==> config.mk <==
export PLATFORM = sky130hd
export DESIGN_NAME = command_line_classifier
export DESIGN_NICKNAME = d
export VERILOG_FILES = /design/src/hdl/clc_pkg.sv /design/src/hdl/command_line_classifier.sv
export SDC_FILE = /design/constraint.sdc
export NUM_CORES = 1
export LEC_CHECK = 0
export BUFFER_PORTS_ARGS = -buffer_cell sky130_fd_sc_hd__buf_2
export CORE_MARGIN = 2
export CORE_UTILIZATION = 60
export DETAILED_ROUTE_END_ITERATION = 16
export PLACE_DENSITY_LB_ADDON = 0.2
export SETUP_SLACK_MARGIN = 0.2
export SYNTH_ARGS = -nofsm -noshare
export SYNTH_HDL_FRONTEND = slang
export SYNTH_SLANG_ARGS = --single-unit
==> constraint.sdc <==
create_clock -name clk -period 3.5 [get_ports clk]
set_input_delay 0.175 -clock clk [delete_from_list [all_inputs] [get_ports clk]]
set_output_delay 0.175 -clock clk [all_outputs]
set_load 0.03 [all_outputs]
==> src/hdl/clc_pkg.sv <==
// ----------------------------------------------------------------------------
// clc_pkg
// Shared types, character codes and helper functions for the command line
// classifier.
// ----------------------------------------------------------------------------
package clc_pkg;

	localparam int BUFFER_SIZE = 256;
	localparam int CNT_W       = $clog2(BUFFER_SIZE + 1);
	localparam int PREFIX_LEN  = 5;
	localparam int IDX_W       = 8;
	localparam int LEN_W       = 9;
	localparam int TDATA_W     = 32;

	localparam logic [7:0] CH_LF   = 8'h0A;
	localparam logic [7:0] CH_CR   = 8'h0D;
	localparam logic [7:0] CH_ESC  = 8'h1B;
	localparam logic [7:0] CH_PLUS = 8'h2B;
	localparam logic [7:0] CH_BANG = 8'h21;

	localparam logic [7:0] IDN_TEXT [PREFIX_LEN] = '{8'h2A, 8'h69, 8'h64, 8'h6E, 8'h3F};

	typedef enum logic {
		KIND_CHAR  = 1'b0,
		KIND_FLUSH = 1'b1
	} clc_kind_t;

	typedef enum logic {
		REG_IDN_ENABLED    = 1'b0,
		REG_VERBOSE_ERRORS = 1'b1
	} clc_reg_t;

	typedef enum logic [1:0] {
		ST_NONE  = 2'd0,
		ST_CMD   = 2'd1,
		ST_DATA  = 2'd2,
		ST_BREAK = 2'd3
	} clc_status_t;

	typedef logic [7:0] clc_prefix_t [PREFIX_LEN];

	typedef struct packed {
		clc_status_t        status;
		logic               stored_valid;
		logic [7:0]         stored_char;
		logic [IDX_W-1:0]   stored_index;
		logic [LEN_W-1:0]   line_length;
		logic               idn_request;
		logic               buffer_full;
		logic               overflow_error;
		logic               line_cleared;
	} clc_result_t;

	function automatic logic starts_plus_plus(input clc_prefix_t p);
		return (p[0] == CH_PLUS) && (p[1] == CH_PLUS);
	endfunction

	// letters of the query text match in either case
	function automatic logic starts_idn(input clc_prefix_t p);
		logic       hit;
		logic [7:0] b;
		hit = 1'b1;
		for (int i = 0; i < PREFIX_LEN; i++) begin
			b = p[i];
			if (IDN_TEXT[i] >= 8'h61 && IDN_TEXT[i] <= 8'h7A)
				b = b | 8'h20;
			if (b != IDN_TEXT[i])
				hit = 1'b0;
		end
		return hit;
	endfunction

endpackage

==> src/hdl/command_line_classifier.sv <==
// ----------------------------------------------------------------------------
// command_line_classifier
// Sorts a stream of serial characters into command, break, identity query
// and data lines, reporting every stored byte with its position.
// ----------------------------------------------------------------------------
// channel   dir  tdata                               tuser
// s_*       in   char_in[7:0]                        kind
// m_*       out  stored_valid .. line_cleared (30b)  status[1:0]
// cfg_*     in   register write, index 0..1          -
//
// one beat is accepted per cycle while s_tready is high; its result is registered into the output buffer
// line state updates in the cycle of acceptance, so back-to-back beats chain
// a two-entry output buffer keeps s_tready high while one result waits
// s_tready is low only while both output entries hold unsent results
// arst_n clears line state, configuration and the output buffer
// ----------------------------------------------------------------------------
module command_line_classifier import clc_pkg::*; (
	input  logic               clk,
	input  logic               arst_n,
	input  logic               s_tvalid,
	output logic               s_tready,
	input  logic [7:0]         s_tdata,    // char_in[7:0]
	input  logic               s_tuser,    // kind
	output logic               m_tvalid,
	input  logic               m_tready,
	// stored_valid, stored_char[7:0], stored_index[7:0], line_length[8:0],
	// idn_request, buffer_full, overflow_error, line_cleared, zero pad
	output logic [TDATA_W-1:0] m_tdata,
	output logic [1:0]         m_tuser,    // status[1:0]
	input  logic               cfg_we,
	input  logic               cfg_addr,
	input  logic               cfg_wdata
);

	logic [CNT_W-1:0] fill_q, fill_n;
	clc_prefix_t      prefix_q, prefix_n;
	logic             esc_q, esc_n;
	logic             plus_q, plus_n;
	logic             idn_en_q, verbose_q;

	clc_result_t      res;
	clc_result_t      head_q, skid_q;
	logic             head_v_q, skid_v_q;
	logic             push, pop;
	logic             do_store, blank;
	logic [7:0]       c;

	assign c        = s_tdata;
	assign s_tready = !skid_v_q;
	assign push     = s_tvalid && s_tready;
	assign pop      = head_v_q && m_tready;

	always_comb begin
		fill_n   = fill_q;
		prefix_n = prefix_q;
		esc_n    = esc_q;
		plus_n   = plus_q;
		res      = '0;
		do_store = 1'b0;
		blank    = 1'b0;
		if (clc_kind_t'(s_tuser) == KIND_FLUSH) begin
			fill_n           = '0;
			prefix_n         = '{default: 8'h00};
			res.line_cleared = 1'b1;
		end else begin
			if (fill_q < CNT_W'(BUFFER_SIZE)) begin
				if (c == CH_CR || c == CH_LF) begin
					if (esc_q) begin
						do_store = 1'b1;
						esc_n    = 1'b0;
					end else if (fill_q == '0) begin
						fill_n           = '0;
						prefix_n         = '{default: 8'h00};
						res.line_cleared = 1'b1;
						blank            = 1'b1;
					end else begin
						if (fill_q > CNT_W'(2) && starts_plus_plus(prefix_q) && !plus_q) begin
							if (prefix_q[2] == CH_BANG) begin
								res.status       = ST_BREAK;
								fill_n           = '0;
								prefix_n         = '{default: 8'h00};
								res.line_cleared = 1'b1;
							end else begin
								res.status = ST_CMD;
							end
						end else if (fill_q > CNT_W'(3) && idn_en_q && starts_idn(prefix_q)) begin
							res.idn_request  = 1'b1;
							fill_n           = '0;
							prefix_n         = '{default: 8'h00};
							res.line_cleared = 1'b1;
						end else begin
							res.status = ST_DATA;
						end
						plus_n = 1'b0;
					end
				end else if (c == CH_ESC) begin
					if (esc_q) begin
						do_store = 1'b1;
						esc_n    = 1'b0;
					end else begin
						esc_n = 1'b1;
					end
				end else if (c == CH_PLUS) begin
					if (esc_q) begin
						esc_n = 1'b0;
						if (fill_q < CNT_W'(2))
							plus_n = 1'b1;
					end
					do_store = 1'b1;
				end else begin
					do_store = 1'b1;
					esc_n    = 1'b0;
				end
			end
			if (do_store) begin
				for (int i = 0; i < PREFIX_LEN; i++) begin
					if (fill_q == CNT_W'(i))
						prefix_n[i] = c;
				end
				res.stored_valid = 1'b1;
				res.stored_char  = c;
				res.stored_index = IDX_W'(fill_q);
				fill_n           = fill_q + CNT_W'(1);
			end
			if (!blank && fill_n >= CNT_W'(BUFFER_SIZE)) begin
				if (starts_plus_plus(prefix_n) && res.status == ST_NONE) begin
					res.overflow_error = verbose_q;
					fill_n             = '0;
					prefix_n           = '{default: 8'h00};
					res.line_cleared   = 1'b1;
				end else begin
					res.buffer_full = 1'b1;
					res.status      = ST_DATA;
				end
			end
		end
		res.line_length = LEN_W'(fill_n);
	end

	always_ff @(posedge clk or negedge arst_n) begin
		if (!arst_n) begin
			fill_q   <= '0;
			prefix_q <= '{default: 8'h00};
			esc_q    <= 1'b0;
			plus_q   <= 1'b0;
		end else if (push) begin
			fill_q   <= fill_n;
			prefix_q <= prefix_n;
			esc_q    <= esc_n;
			plus_q   <= plus_n;
		end
	end

	always_ff @(posedge clk or negedge arst_n) begin
		if (!arst_n) begin
			idn_en_q  <= 1'b0;
			verbose_q <= 1'b0;
		end else if (cfg_we) begin
			case (clc_reg_t'(cfg_addr))
				REG_IDN_ENABLED:    idn_en_q  <= cfg_wdata;
				REG_VERBOSE_ERRORS: verbose_q <= cfg_wdata;
				default: ;
			endcase
		end
	end

	// two-entry output buffer: head is offered, skid catches a beat under stall
	always_ff @(posedge clk or negedge arst_n) begin
		if (!arst_n) begin
			head_v_q <= 1'b0;
			skid_v_q <= 1'b0;
		end else if (pop) begin
			if (skid_v_q) begin
				head_v_q <= 1'b1;
				skid_v_q <= push;
			end else begin
				head_v_q <= push;
			end
		end else if (!head_v_q) begin
			head_v_q <= push;
		end else if (push) begin
			skid_v_q <= 1'b1;
		end
	end

	always_ff @(posedge clk) begin
		if (pop) begin
			if (skid_v_q) begin
				head_q <= skid_q;
				if (push)
					skid_q <= res;
			end else if (push) begin
				head_q <= res;
			end
		end else if (!head_v_q) begin
			if (push)
				head_q <= res;
		end else if (push) begin
			skid_q <= res;
		end
	end

	assign m_tvalid = head_v_q;
	assign m_tuser  = head_q.status;
	assign m_tdata  = {2'b00, head_q.line_cleared, head_q.overflow_error,
		head_q.buffer_full, head_q.idn_request, head_q.line_length,
		head_q.stored_index, head_q.stored_char, head_q.stored_valid};

endmodule

* After elaboration in Yosys (flattened, before gate mapping) *
Index checks and enable logic that the tools add are counted.

cells by class
  add/sub/neg operators = 1
  magnitude comparators = 5
  equal/unequal tests = 23
  muxes and demuxes = 122
  bitwise logic cells = 2
  reduce and logical (&&, ||, !) cells = 27

operators with widths
  kind                                                        number
  2-to-1 mux 40 bit                                           12
  2-to-1 mux 32 bit                                           8
  2-to-1 mux 8 bit                                            23
  2-to-1 mux 9 bit                                            12
  2-to-1 mux 1 bit                                            52
  equality test 8 x 6 -> 1 bit, second input constant         6
  inequality test 8 x 7 -> 1 bit, second input constant       3
  2-to-1 mux 2 bit                                            11
  2-to-1 mux 19 bit                                           1
  equality test 9 x 2 -> 1 bit, second input constant         2
  > comparator 9 x 2 -> 1 bit, second input constant          2
  2-to-1 mux 17 bit                                           1
  equality test 8 x 4 -> 1 bit, second input constant         2
  inequality test 8 x 6 -> 1 bit, second input constant       2
  logical AND 1 bit                                           10
  nonzero test 2 bit                                          5
  adder 9 x 1 -> 9 bit, second input constant                 1
  equality test 9 x 1 -> 1 bit, second input constant         1
  equality test 9 x 3 -> 1 bit, second input constant         1
  >= comparator 9 bit, second input constant                  1
  zero test 9 bit                                             1
  less-than comparator 9 x 2 -> 1 bit, second input constant  1
  less-than comparator 9 bit, second input constant           1
  AND reduction 9 bit                                         1
  other kinds (10)                                            20

storage, ports and cells
  flip-flop bits (word level) = 119
  input bits = 16
  output and inout bits = 36
  logic and storage cells = 210

* Logic depth before layout (Yosys ltp) *
  depth in word-level cells = 40
  depth in mapped cells = 11
  mapped depth without buffers = 9

* Least setup slack after synthesis *
OpenSTA, ideal clock, no wires.

  path kind = flip-flop to flip-flop
  start = reg head_v_q, in the netlist m_tvalid
  end = reg skid_q[0] (netlist name), enable pin
  library setup time = 0.421 ns
  arrival = 2.864 ns
  required time = 3.079 ns
  path slack = 0.215 ns
  stages on the path, launching flop included = 3
  path buffers = 0
  period minus slack after synthesis = 3.285 ns
  cells stage by stage = dfrtp_1 > nand2b_1 > nor2_1

on the way
  word-level cells in the longest chain between the ends = 3
  elaborated cells between the ends (all ways) = 4
  classes of those cells = 1 x eq/ne; 3 x reduce/logical

RTL lines
  what                                                                                 RTL line                        text
  from (decl)                                                                          command_line_classifier.sv:43   logic head_v_q, skid_v_q;
  from (signal assigned)                                                               command_line_classifier.sv:177  head_v_q <= push;
  from (signal assigned)                                                               command_line_classifier.sv:180  head_v_q <= push;
  logical AND 1 bit                                                                    command_line_classifier.sv:51   assign pop = head_v_q && m_tready;
  inequality test 2 bit (no source line) / nonzero test 2 bit (equally long branches)  n/a
  AND reduction 2 bit (no source line) *                                               n/a
  to (signal assigned)                                                                 command_line_classifier.sv:191  skid_q <= res;
  to (signal assigned)                                                                 command_line_classifier.sv:199  skid_q <= res;
  to (decl)                                                                            command_line_classifier.sv:42   clc_result_t head_q, skid_q;

Every way passes the cells marked *; elsewhere a longest branch is shown, timed or not.
A chain may end at the register's enable or synchronous reset.

* Final worst setup path *
  start = reg prefix_q[36] (netlist name)
  end = reg prefix_q[5] (netlist name)

on the way
  word-level cells in the longest chain between the ends = 28
  elaborated cells between the ends (all ways) = 54
  classes of those cells = 1 x order compare; 4 x eq/ne; 41 x mux; 8 x reduce/logical

RTL lines
  what                                                                     RTL line                        text
  from (decl)                                                              command_line_classifier.sv:36   clc_prefix_t prefix_q, prefix_n;
  from (signal assigned)                                                   command_line_classifier.sv:148  prefix_q <= prefix_n;
  branches (longest 26 deep; another with inequality test 8 x 6 -> 1 bit)  n/a
  2-to-1 mux 40 bit *                                                      command_line_classifier.sv:125  if (!blank && fill_n >= CNT_W'(BUFFER_SIZE)) begin
  2-to-1 mux 40 bit *                                                      command_line_classifier.sv:61   if (clc_kind_t'(s_tuser) == KIND_FLUSH) begin

Every way passes the cells marked *. The select of a mux whose other input is x is not followed.

==> flow_metrics.py <==
metrics = {
    "worst_setup_path": {
        "cp_slowest_stage_delay_ns": 0.64,
        "cp_cell_sequence": "nor4b_1, nand4_1, buf_4, nor4_4, o22ai_1, or4_4, or4_4, a31o_4, a22o_1",
        "critPathLaunchType": "flip-flop",
        "critPathTopFamily": "simple AND/OR/NAND/NOR gates",
        "crit_type": "reg -> reg",
        "path_buf_inv": 1,
        "critical_path.most_common_cell": "or4_4",
        "arrival_ns": 3.79,
        "critPathSlowestCell": "or4_4",
        "crit_path_max_fanout": 8,
        "cp-end-kind": "flip-flop",
        "required_ns": 3.91,
    },
    "drt": {
        "drt.antenna.violating_nets": 0,
        "wl_per_cell_um": 24.8,
        "dr_total_vias": 5401,
        "drc": 0,
        "drt_iter0_drc": 620,
        "drt-pass1-iter-count": 9,
        "vias_per_cell": 6.85,
        "drt-total-wl_um": 19500,
    },
    "placed_design": {
        "dp.cells": 746,
        "io_buffer_count": 49,
        "dpl_cell_area_um2": 6560,
        "hpwl_um": 13400,
        "finalWeightedCongestion": 1.07,
    },
    "sta": {
        "drv_slew": 0,
        "finalHoldViolations": 0,
        "layout_min_cycle_time_ns": 3.39,
        "fin_crit_sh": 0.967,
        "finalSetupViolCount": 0,
        "skew_ns": 0.0128,
        "tns_ns": 0,
        "max_slew_margin": 0.391,
        "rsz0062_at_grt": "true",
        "worst-slew-pin-transition_ns": 0.913,
        "fmax_ghz": 0.295,
    },
    "clock_network": {
        "htreeDepth": 4,
        "cts_buffers": 17,
        "tritoncts": "built",
        "cts_root_buffer": "clkbuf_8",
        "clock_path_buffers": 2,
        "clk_latency_ns": 0.53,
        "numClockSinks": 118,
        "path_clk_slew_ns": 0.06,
    },
    "grt": {
        "grt_pass1_wl_um": 29000,
        "grt_overflow": 0,
        "grt_pass1_vias": 5166,
        "grt_max_degree": 41,
        "antenna_found_initial": 0,
        "grtUsageTotal": 0.377,
    },
    "status": {
        "status": "completed",
    },
    "power_and_ir_drop": {
        "swShare": 0.407,
        "power.static_leakage_uw": 0.00309,
        "power_frac_clock": 0.249,
        "share_comb_of_total_power": 0.384,
        "powerDensity_nw_per_um2": 835,
        "p_int_uw": 3590,
        "ir_drop_mv": 0.519,
        "power_frac_seq": 0.367,
        "power_switching_uw": 2470,
    },
    "floorplanning": {
        "die_w_um": 103,
        "core_um2": 9680,
        "die_area_um2": 10700,
        "num_io_pins": 52,
        "start_util": 0.611,
        "die_h_um": 103,
        "core.rowCount": 36,
    },
    "min_path": {
        "hp-class": "in -> reg",
    },
    "logic_synthesis": {
        "synthesis.area_um2": 5920,
        "postSynth.asyncResetShare": 0.458,
        "ys_ff_latch": 118,
        "synth_edf_count": 64,
        "syn_avg_cell_area_um2": 10.8,
        "synth-main-ff-cell": "edfxtp_1",
        "netlist_instances": 547,
        "yosysUniqueCellTypes": 65,
        "yosysWarnings": 0,
        "ys_seq_area_frac": 0.553,
    },
    "layout": {
        "utilization": 0.749,
        "regArea_um2": 3280,
        "final_area_um2": 7250,
        "final_common_cell": "edfxtp_1",
        "fin_nets": 661,
        "area_growth_pct": 22.6,
        "n_antenna_cell": 0,
        "drive_gt1_frac": 0.250,
        "multi_input_area_um2": 2460,
        "instances_no_fill": 788,
        "nFillCells": 638,
        "layout_common_cells": "edfxtp_1, dfrtp_1, buf_2, buf_4, nor2_1",
    },
    "job": {
        "drv_cap": 0,
    },
}
cell usage after synthesis, types with 5 or more instances:
cell type / instances / share of area
o2bb2ai_1: 7 / 0.010
a32o_1: 10 / 0.017
nand4_1: 7 / 0.0074
inv_1: 38 / 0.024
nor3_1: 28 / 0.024
a21o_1: 5 / 0.0063
or3_1: 7 / 0.0074
edfxtp_1: 64 / 0.32
or4_1: 5 / 0.0063
a31oi_1: 5 / 0.0053
a21oi_1: 27 / 0.023
a222oi_1: 16 / 0.027
nor2_1: 43 / 0.027
clkbuf_1: 22 / 0.014
o22ai_1: 6 / 0.0063
o21ai_0: 25 / 0.021
nand2_1: 31 / 0.020
dfrtp_1: 54 / 0.23
nand3_1: 19 / 0.016
and3_1: 14 / 0.015
a22o_1: 22 / 0.033
per-layer routing:
layer / part of all wire / track usage / wire, um / up-vias
met1: 0.39 / 0.486 / 7510 / 2621
met4: 0.041 / 0.179 / 805 / 0
met2: 0.49 / 0.617 / 9480 / 396
met5: 0 / 0 / 0 / -
li1: - / - / - / 2304
met3: 0.087 / 0.0712 / 1700 / 80
worst paths after layout:
kind | slack (ns) | cells past startpoint | to | start
max | 0.11 | 9 | prefix_q[5] | prefix_q[36]
min | 0.02 | 3 | idn_en_q | cfg_addr
max reg2reg | 0.11 | 9 | prefix_q[5] | prefix_q[36]
min reg2reg | 0.49 | 1 | prefix_q[33] | prefix_q[33]
max in group asynchronous | 2.37 | 3 | fill_q[0] | arst_n
min in group asynchronous | 0.33 | 2 | skid_v_q | arst_n
through the flow:
stage	hold WS [ns]	setup slack (ns)	total power [uW]
6_report	0.0241	0.114	6050
5_1_grt	0.0372	0.0691	6310
4_1_cts	0.0171	0.116	5910
3_5_place_dp	0.345	0.0397	4390
3_3_place_gp	0.349	0.0268	4310
2_1_floorplan	-0.121	0.215	3610
registers in the layout, summed over array words and instances, names as in the netlist:
signal	cells
m_tuser	2
fill_q	9
idn_en_q	1
m_tdata	30
prefix_q	39
m_tvalid	1
esc_q	1
skid_v_q	1
skid_q	32
plus_q	1
verbose_q	1
repair_timing:
| action | in CTS | in global routing |
|---|---|---|
| setup buffers | 0 | 4 |
| cloned | 0 | 1 |
| resized for setup | 3 | 26 |
| hold endpoints to repair | 42 | 0 |
| setup endpoints to repair | 45 | 58 |
| pin swaps | 0 | 12 |
| hold buffers | 5 | 0 |
power by group through the flow:
stage               sequential [uW]  clock [uW]  combinational [uW]
global placement               2200           0                2110
global route                   2270        1570                2480
finish                         2220        1510                2320
detailed placement             2230           0                2160
CTS                            2210        1500                2200
floorplan                      2550           0                1070
cell type report:
class	count	area share
clock inverters	13	0.0119
repair buffers	105	0.0958
multi-input cells	361	0.339
well taps	133	0.0230
flip-flops and latches	118	0.452
inverters	39	0.0202
clock buffers	19	0.0582
worst register-to-register path, stage by stage, from the launching register on:
cell	delay, ns
dfrtp_1	0.44
nor4b_1	0.29
nand4_1	0.25
buf_4	0.25
nor4_4	0.30
o22ai_1	0.10
or4_4	0.43
or4_4	0.64
a31o_4	0.32
a22o_1	0.25
logic make-up (layout without fill, tap and decap cells):
group           Yosys count  after routing  share of synthesized area
buf+inv                  70            176                     0.0491
xor+xnor                  2              2                    0.00296
other cells               1              2                   0.000634
simple gates            194            195                      0.181
compound gates          154            154                      0.197
mux                       5              5                    0.00888
flops                   118            118                      0.553
fa+ha+maj                 3              3                    0.00635
No activity file was read; power rests on OpenSTA's default activity.
